## config.mk

```make
export PLATFORM = sky130hd
export DESIGN_NAME = lens_command_responder
export DESIGN_NICKNAME = d
export VERILOG_FILES = /design/src/lcr_pkg.sv /design/src/lens_command_responder.sv
export SDC_FILE = /design/constraint.sdc
export NUM_CORES = 1
export LEC_CHECK = 0
export ABC_AREA = 1
export BUFFER_PORTS_ARGS = -buffer_cell sky130_fd_sc_hd__clkbuf_2
export CORE_ASPECT_RATIO = 0.5
export CORE_MARGIN = 1
export CORE_UTILIZATION = 42
export DETAILED_ROUTE_END_ITERATION = 6
export HOLD_SLACK_MARGIN = 0.02
export PLACE_DENSITY = 0.61
export SYNTH_ARGS = -nofsm -noshare
export SYNTH_HDL_FRONTEND = slang
export SYNTH_SLANG_ARGS = --single-unit
```

## constraint.sdc

```tcl
create_clock -name clk -period 6.7 [get_ports clk]
set_input_delay 1.34 -clock clk [delete_from_list [all_inputs] [get_ports clk]]
set_output_delay 1.34 -clock clk [all_outputs]
set_load 0.03 [all_outputs]
```

## src/lcr_pkg.sv

```systemverilog
// Shared types, constants and reply tables for the lens command responder.
package lcr_pkg;

  // Reply kinds held in the transmit queue state.
  localparam logic [2:0] KIND_NONE  = 3'd0;
  localparam logic [2:0] KIND_ZERO  = 3'd1;
  localparam logic [2:0] KIND_SHORT = 3'd2;
  localparam logic [2:0] KIND_SUM   = 3'd3;
  localparam logic [2:0] KIND_LONG  = 3'd4;
  localparam logic [2:0] KIND_DUMP  = 3'd5;

  // Known command words.
  localparam logic [31:0] CMD_ZERO  = 32'h0000_f2b0;
  localparam logic [31:0] CMD_SHORT = 32'h0000_f6c0;
  localparam logic [31:0] CMD_SYNC  = 32'h0001_f5a0;
  localparam logic [31:0] CMD_LONG  = 32'h0000_f9c1;
  localparam logic [31:0] CMD_DUMP  = 32'h0000_f0c3;

  // Dump header bytes.
  localparam logic [7:0] DUMP_HDR0 = 8'hBF;
  localparam logic [7:0] DUMP_HDR1 = 8'h08;

  // Table lengths and the reply position width.
  localparam int unsigned SHORT_LEN = 5;
  localparam int unsigned LONG_LEN  = 21;
  localparam int unsigned POS_W     = 12;

  // Default zero dump length.
  localparam int unsigned DUMP_LENGTH_DEF = 2239;

  // Input transaction payload.
  typedef struct packed {
    logic       command;
    logic [7:0] rx_byte;
  } lcr_in_t;

  // Result transaction payload.
  typedef struct packed {
    logic [7:0] tx_byte;
    logic       tx_valid;
    logic       last;
    logic       cmd_done;
    logic       cmd_unknown;
  } lcr_out_t;

  // Body of the short reply table.
  function automatic logic [7:0] short_byte(input logic [2:0] idx);
    logic [7:0] b;
    unique case (idx)
      3'd0:    b = 8'h00;
      3'd1:    b = 8'h0a;
      3'd2:    b = 8'h10;
      3'd3:    b = 8'hc4;
      3'd4:    b = 8'h09;
      default: b = 8'h00;
    endcase
    return b;
  endfunction

  // Body of the long info table.
  function automatic logic [7:0] long_byte(input logic [4:0] idx);
    logic [7:0] b;
    unique case (idx)
      5'd3:    b = 8'h01;
      5'd4:    b = 8'h10;
      5'd7:    b = 8'h41;
      5'd8:    b = 8'h41;
      5'd9:    b = 8'h41;
      5'd10:   b = 8'h32;
      5'd11:   b = 8'h34;
      5'd12:   b = 8'h33;
      5'd13:   b = 8'h38;
      5'd14:   b = 8'h34;
      5'd15:   b = 8'h31;
      5'd19:   b = 8'h01;
      5'd20:   b = 8'h11;
      default: b = 8'h00;
    endcase
    return b;
  endfunction

endpackage

```

## src/lens_command_responder.sv

```systemverilog
// Lens command responder: collects four-byte commands and serves canned replies.
// Each result is registered and appears on out_valid in the cycle after its input transaction.
// Throughput: one transaction per cycle; the output register takes a new result
// whenever it is empty or its result is taken in the same cycle.
// Reset (rst_n low, synchronous) clears the command collector, the transmit
// queue and the output valid flag.
module lens_command_responder #(
  parameter int unsigned DUMP_LENGTH = lcr_pkg::DUMP_LENGTH_DEF
) (
  input  logic             clk,
  input  logic             rst_n,
  input  logic             in_valid,
  output logic             in_ready,
  input  lcr_pkg::lcr_in_t in_data,
  output logic             out_valid,
  input  logic             out_ready,
  output lcr_pkg::lcr_out_t out_data
);
  import lcr_pkg::*;

  localparam logic [POS_W-1:0] DUMP_TOTAL = POS_W'(DUMP_LENGTH + 3);
  localparam logic [POS_W-1:0] SHORT_END  = POS_W'(SHORT_LEN + 2);
  localparam logic [POS_W-1:0] LONG_END   = POS_W'(LONG_LEN + 2);

  logic [1:0]       rx_count_r, rx_count_nxt;
  logic [7:0]       rx_sum_r, rx_sum_nxt;
  logic [31:0]      cmd_word_r, cmd_word_nxt;
  logic [2:0]       reply_kind_r, reply_kind_nxt;
  logic [POS_W-1:0] reply_pos_r, reply_pos_nxt;
  logic [7:0]       tx_sum_r, tx_sum_nxt;
  logic             out_valid_r;
  lcr_out_t         out_data_r, res;

  logic             in_fire;
  logic [7:0]       rx_sum_add;
  logic [POS_W-1:0] reply_len;
  logic [POS_W-1:0] tab_idx;
  logic [POS_W:0]   pos_inc;
  logic [7:0]       tab_b;
  logic             is_table;
  logic [POS_W-1:0] tab_end;

  // The output register frees up when empty or when its transaction completes.
  assign in_ready  = !out_valid_r || out_ready;
  assign in_fire   = in_valid && in_ready;
  assign out_valid = out_valid_r;
  assign out_data  = out_data_r;

  // Total reply length per kind, command-sum byte included.
  always_comb begin
    unique case (reply_kind_r)
      KIND_ZERO:  reply_len = POS_W'(2);
      KIND_SHORT: reply_len = POS_W'(SHORT_LEN + 3);
      KIND_SUM:   reply_len = POS_W'(1);
      KIND_LONG:  reply_len = POS_W'(LONG_LEN + 3);
      KIND_DUMP:  reply_len = DUMP_TOTAL;
      default:    reply_len = '0;
    endcase
  end

  // Table lookup for the short and long replies.
  assign tab_idx  = reply_pos_r - POS_W'(2);
  assign is_table = (reply_kind_r == KIND_SHORT) || (reply_kind_r == KIND_LONG);
  assign tab_end  = (reply_kind_r == KIND_SHORT) ? SHORT_END : LONG_END;
  assign tab_b    = (reply_kind_r == KIND_SHORT) ? short_byte(tab_idx[2:0])
                                                 : long_byte(tab_idx[4:0]);
  assign pos_inc  = {1'b0, reply_pos_r} + {{POS_W{1'b0}}, 1'b1};
  assign rx_sum_add = rx_sum_r + in_data.rx_byte;

  // Next state and result for one transaction.
  always_comb begin
    rx_count_nxt   = rx_count_r;
    rx_sum_nxt     = rx_sum_r;
    cmd_word_nxt   = cmd_word_r;
    reply_kind_nxt = reply_kind_r;
    reply_pos_nxt  = reply_pos_r;
    tx_sum_nxt     = tx_sum_r;
    res            = '0;
    if (!in_data.command) begin
      // Received byte: place it in the command word and add it to the sum.
      cmd_word_nxt[{rx_count_r, 3'b000} +: 8] = in_data.rx_byte;
      if (rx_count_r == 2'd3) begin
        res.cmd_done = 1'b1;
        unique case (cmd_word_nxt)
          CMD_ZERO:  reply_kind_nxt = KIND_ZERO;
          CMD_SHORT: reply_kind_nxt = KIND_SHORT;
          CMD_SYNC:  reply_kind_nxt = KIND_SUM;
          CMD_LONG:  reply_kind_nxt = KIND_LONG;
          CMD_DUMP:  reply_kind_nxt = KIND_DUMP;
          default: begin
            reply_kind_nxt  = KIND_SUM;
            res.cmd_unknown = 1'b1;
          end
        endcase
        reply_pos_nxt = '0;
        tx_sum_nxt    = rx_sum_add;
        rx_sum_nxt    = '0;
        rx_count_nxt  = 2'd0;
      end else begin
        rx_sum_nxt   = rx_sum_add;
        rx_count_nxt = rx_count_r + 2'd1;
      end
    end else if (reply_len != '0 && reply_pos_r < reply_len) begin
      // Transmit request with a byte queued.
      res.tx_valid = 1'b1;
      if (reply_pos_r == '0) begin
        res.tx_byte = tx_sum_r;
        tx_sum_nxt  = '0;
      end else if (is_table) begin
        if (reply_pos_r == POS_W'(1)) begin
          res.tx_byte = (reply_kind_r == KIND_SHORT) ? 8'(SHORT_LEN) : 8'(LONG_LEN);
        end else if (reply_pos_r < tab_end) begin
          res.tx_byte = tab_b;
          tx_sum_nxt  = tx_sum_r + tab_b;
        end else begin
          res.tx_byte = tx_sum_r;
        end
      end else if (reply_kind_r == KIND_DUMP) begin
        if (reply_pos_r == POS_W'(1)) begin
          res.tx_byte = DUMP_HDR0;
        end else if (reply_pos_r == POS_W'(2)) begin
          res.tx_byte = DUMP_HDR1;
        end else begin
          res.tx_byte = 8'h00;
        end
      end else begin
        res.tx_byte = 8'h00;
      end
      if (pos_inc >= {1'b0, reply_len}) begin
        res.last       = 1'b1;
        reply_kind_nxt = KIND_NONE;
        reply_pos_nxt  = '0;
      end else begin
        reply_pos_nxt = pos_inc[POS_W-1:0];
      end
    end else begin
      // Transmit request with an empty queue.
      reply_kind_nxt = KIND_NONE;
      reply_pos_nxt  = '0;
    end
  end

  // State and output registers.
  always_ff @(posedge clk) begin
    if (!rst_n) begin
      rx_count_r   <= '0;
      rx_sum_r     <= '0;
      cmd_word_r   <= '0;
      reply_kind_r <= KIND_NONE;
      reply_pos_r  <= '0;
      tx_sum_r     <= '0;
      out_valid_r  <= 1'b0;
    end else begin
      if (in_fire) begin
        rx_count_r   <= rx_count_nxt;
        rx_sum_r     <= rx_sum_nxt;
        cmd_word_r   <= cmd_word_nxt;
        reply_kind_r <= reply_kind_nxt;
        reply_pos_r  <= reply_pos_nxt;
        tx_sum_r     <= tx_sum_nxt;
        out_valid_r  <= 1'b1;
      end else if (out_ready) begin
        out_valid_r <= 1'b0;
      end
    end
  end

  // Result payload needs no reset.
  always_ff @(posedge clk) begin
    if (in_fire) begin
      out_data_r <= res;
    end
  end

endmodule
```

After elaboration in Yosys (flattened, before gate mapping) --
Memories as Yosys holds them, arrays and structs flattened. Cells that the tools add are included.
Word-level totals: bits in registers 78, ROM bits 224, memories kept 1, input port bits 13, latch bits 0, memory bits (writable) 0
Cells by class: add/subtract/negate cells 6, magnitude comparators 3, multipliers 0, bitwise gates (word level) 2, div/mod/pow operators 0, equal/unequal tests 22, shift-type cells 2, reductions and logical operators 16, multiplexer cells 37
Memories:
- (name not given) | words 32, width 7, read ports 1, clocked after Yosys merged registers in 0, wr ports 0, RTL line lcr_pkg.sv:63 | unique case (idx)
Operators by type and width (count):
- == test 32 x 16 -> 1 bit (second input constant) | 4
- 2-to-1 mux 8 bit | 15
- case mux 12 bit (5 select lines) | 1
- 2-to-1 mux 12 bit | 4
- bitwise mux 32 bit | 1
- == test 32 x 17 -> 1 bit (second input constant) | 1
- case mux 8 bit (4 select lines) | 1
- variable shift 8 x 7 -> 32 bit (first input constant) | 1
- indexed part select 8 x 7 -> 32 bit | 1
- adder 8 bit | 2
- adder 12 x 1 -> 13 bit (second input constant) | 1
- greater-or-equal comparator 13 x 12 -> 1 bit | 1
- == test 12 x 1 -> 1 bit (second input constant) | 1
- == test 12 x 2 -> 1 bit (second input constant) | 1
- == test 3 x 2 -> 1 bit (second input constant) | 4
- zero test 12 bit | 1
- < comparator 12 bit | 1
- < comparator 12 x 5 -> 1 bit | 1
- 2-to-1 mux 3 bit | 4
- case mux 3 bit (4 select lines) | 1
- nonzero test 12 bit | 1
- 2-to-1 mux 5 bit | 2
- == test 3 bit (second input constant) | 3
- negator 5 -> 7 bit | 1
- 21 further kinds | 34

Depth between registers and ports, before layout --
depth after elaboration 11, depth in mapped cells 21, depth with buffers taken out 21

Least setup slack after synthesis --
No wires, ideal clock.
path type register to register, start register reply_pos_r[1], end register tx_sum_r[6], arrival 3.024 ns, cell stages (with the launch flop) 20, path slack 3.559 ns, path through dfxtp_1 > inv_1 > ha_1 > clkbuf_1 > nor2_1 > inv_2 > a21oi_1 > o21ai_0 > o21ai_1 > ha_1 > inv_1 > fa_1 > o21ai_0 > a21o_1 > a21oi_1 > xnor2_1 > nand2_1 > o21ai_0 > nor2_1 > nor2_1
On the way: longest elaborated chain between the ends 11
Ends and longest elaborated chain:
- from (decl) | RTL line lens_command_responder.sv:29 | logic [POS_W-1:0] reply_pos_r, reply_pos_nxt;
- from (signal assigned) | RTL line lens_command_responder.sv:159 | reply_pos_r <= reply_pos_nxt;
- parallel branches: the longest is 11 deep, another holds adder 8 bit
- to (signal assigned) | RTL line lens_command_responder.sv:160 | tx_sum_r <= tx_sum_nxt;
- to (decl) | RTL line lens_command_responder.sv:30 | logic [7:0] tx_sum_r, tx_sum_nxt;
Parallel ways; which one is timed is not known. The select of a mux whose other input is x is not followed. A chain may end at the register's enable or synchronous reset.

Worst setup path in the final report --
Same ends and word-level chain as after synthesis.

==> results.json <==
{
  "grt_pass1_vias": 5104,
  "drv_slew": 0,
  "dr.pass1.iters": 5,
  "num_vias": 5568,
  "n_antenna_cell": 0,
  "layout_common_cells": "nand2_1 (226), inv_1 (117), nor2_1 (86), o21ai_0 (70), a21oi_1 (67)",
  "r2r_setup_slack_ps": 3160,
  "maxCapViolCount": 0,
  "crit_family": "compound AO/OA/AOI/OAI gates",
  "final_common_cell": "nand2_1",
  "netSwitchingPower_uw": 379,
  "fin_ws_ps": 3160,
  "start_kind": "flop",
  "cts-buffers-inserted": 9,
  "fin_crit_ps": 3540,
  "slew_headroom_pct": 29.3,
  "fin_crit_sh_pct": 52.8,
  "synth_fp_nets": 928,
  "worstPathMaxFanout": 10,
  "die_area_mm2": 0.0141,
  "clk_latency_ps": 350,
  "post-cts-setup-buffers": 0,
  "clock_sinks": 78,
  "cts_root_buf": "clkbuf_16",
  "htree_levels": 3,
  "tightest_slew_ps": 1060,
  "drive_gt1_share_pct": 8.00,
  "fin_setup_tns_ps": 0,
  "port_buffers": 26,
  "hold_path_class": "flop to flop",
  "antenna_found_initial": 0,
  "ys_seq_area_share_pct": 29.5,
  "status": "completed",
  "setup_viol_count_final": 0,
  "internal_power_uw": 890,
  "synth_cell_types": 44,
  "synth-seq-cells": 78,
  "ir_drop_mv": 0.106,
  "gp_congestion": 0.888,
  "fin_nets": 941,
  "min-delay-start": "cmd_word_r[3]",
  "place_area_mm2": 0.00594,
  "cts_max_path_buffers": 2,
  "max_freq_mhz": 283,
  "dieWidth_um": 167,
  "total_power_uw": 1270,
  "viasPerCell": 5.27,
  "cts.clk_slew.worst_paths_ps": 60,
  "whs_ps": 463,
  "synth_area_mm2": 0.00570,
  "initial_core_util_pct": 44.0,
  "p_leak_uw": 0.00294,
  "cts_resized": 0,
  "hold_end": "cmd_word_r[3]",
  "critPathRequiredTime_ps": 6940,
  "rr_worst_depth": 21,
  "ant_nets": 0,
  "whs_path_depth": 2,
  "worstPathArrival_ps": 3780,
  "powerDensity_mw_per_mm2": 203,
  "synth.area.top_cells": "dfxtp_1 (23%), nand2_1 (15%), ha_1 (9.4%)",
  "pre_cts_ws_ps": 3060,
  "grt_usage_pct": 22.8,
  "synth.avg_cell_area_um2": 6.55,
  "globalRouteOverflowTotal": 0,
  "core_mm2": 0.0130,
  "cts_tree": "yes",
  "critPathMaxStageDelay_ps": 510,
  "rsz0062_at_grt": "no",
  "power_frac_clock_pct": 41.7,
  "path_cells": "inv_1, ha_1, or2_2, nand2_1, inv_1, nand2_1, o21ai_0, nand2_1, o21ai_0, o21ai_1, ha_1, inv_1, fa_1, o21ai_0, a21o_1, a21oi_1, xnor2_1, nand2_1, o21ai_0, nor2_1, nor2_1",
  "areaGrowthSynthToFinish_pct": 9.82,
  "hold_violations": 0,
  "endpoint_kind": "flop",
  "first_iter_violations": 481,
  "hpwl_mm": 11.2,
  "routed_wl_mm": 15.2,
  "wl_per_cell_um": 14.4,
  "fill_cells": 1317,
  "syn_inst": 870,
  "ios": 27,
  "grt_max_degree": 57,
  "drc_errors": 0,
  "cts-hold-fix-buffers": 0,
  "die_y_um": 84.3,
  "critPathBufInv": 3,
  "p_sw_share_pct": 29.9,
  "grt_pass1_wl_mm": 25.4,
  "yosys_warnings": 0,
  "cp_slowest_cell": "dfxtp_1",
  "synth_top_area_share_pct": 23.2,
  "comb_power_share_pct": 17.6,
  "fin_skew_ps": 6.97,
  "finish.instance_area_mm2": 0.00625,
  "reg2reg_to": "tx_sum_r[6]",
  "rows": 29,
  "seq_power_share_pct": 40.7,
  "yosysTopAreaCell": "dfxtp_1",
  "crit_type": "flop to flop",
  "r2r-start": "reply_pos_r[1]"
}
-- cells in the mapped netlist, drive strengths merged --
library cell / n
clkbuf: 16
clkinv: 1
nand2: 229
nor4: 1
a22oi: 1
o22ai: 7
a21oi: 69
a21o: 3
xnor2: 7
nand3b: 4
nor2: 97
dfxtp: 66
a221oi: 1
a31oi: 12
nand3: 36
o211ai: 7
o21bai: 2
or2: 5
buf: 8
fa: 2
inv: 122
o21a: 4
a22o: 1
ha: 43
o22a: 1
and3: 1
nor3: 7
nand4: 18
a211oi: 3
o21ai: 75
xor2: 9
edfxtp: 12
-- routing by layer --
| layer | global-route usage [%] | wire length (um) | up-vias |
|---|---|---|---|
| met5 | 0 | 0 | - |
| met4 | 8.00 | 267 | 0 |
| met3 | 5.19 | 818 | 19 |
| met2 | 36.9 | 6770 | 145 |
| met1 | 30.1 | 7380 | 2532 |
| li1 | - | - | 2872 |
-- cell type report --
| cell class | instances | area (um2) | share of cell area, % |
|---|---|---|---|
| clock buffer | 11 | 264 | 4.22 |
| multi-input combinational | 645 | 3450 | 55.2 |
| inverter | 123 | 462 | 7.38 |
| clock inverter | 4 | 52.6 | 0.840 |
| tap | 170 | 213 | 3.40 |
| timing repair buffer | 26 | 130 | 2.08 |
| sequential | 78 | 1680 | 26.9 |
-- metrics by stage --
step | std cells | util [%]
6_report | 1057 | 48.3
5_1_grt | 1057 | 48.3
4_1_cts | 1057 | 48.3
3_5_place_dp | 1042 | 45.8
3_3_place_gp | 1042 | 45.8
2_1_floorplan | 870 | -
-- power groups by stage --
stage          Sequential (uW)  Clock [uW]  Combinational [uW]
3_3_place_gp               526           0                 218
5_1_grt                    519         559                 252
6_report                   516         530                 223
2_1_floorplan              531           0                 157
3_5_place_dp               526           0                 220
4_1_cts                    516         539                 221
-- registers in the layout, indices dropped and copies added, names as in the netlist --
name,count
tx_sum_r,8
rx_count_r,2
out_valid,1
cmd_word_r,32
reply_pos_r,12
out_data,12
rx_sum_r,8
reply_kind_r,3
-- worst max-delay path by stage --
stage / start / endpoint / cells past startpoint
4_1_cts: reply_pos_r[1] / tx_sum_r[6] / 21
5_1_grt: reply_pos_r[1] / tx_sum_r[6] / 21
3_5_place_dp: out_ready / rx_count_r[0] / 8
6_report: reply_pos_r[1] / tx_sum_r[6] / 21
3_3_place_gp: out_ready / rx_count_r[0] / 8
2_1_floorplan: reply_pos_r[1] / tx_sum_r[6] / 19
-- cells by family after synthesis --
kind of cell	after synthesis	synth area share, %
buf+inv	147	10.0
compound gates	186	18.0
xor+xnor	16	2.46
fa+ha+maj	45	10.1
flops	78	29.5
simple gates	398	29.9
-- worst min-delay path: cells and delay by family (launching register included) --
| kind | cells | cell delay (ps) |
|---|---|---|
| flip-flops | 1 | 300 |
| buffers and inverters | 1 | 60 |
| AO/OA/AOI/OAI | 1 | 60 |
Power figures use the tool's default switching activity.
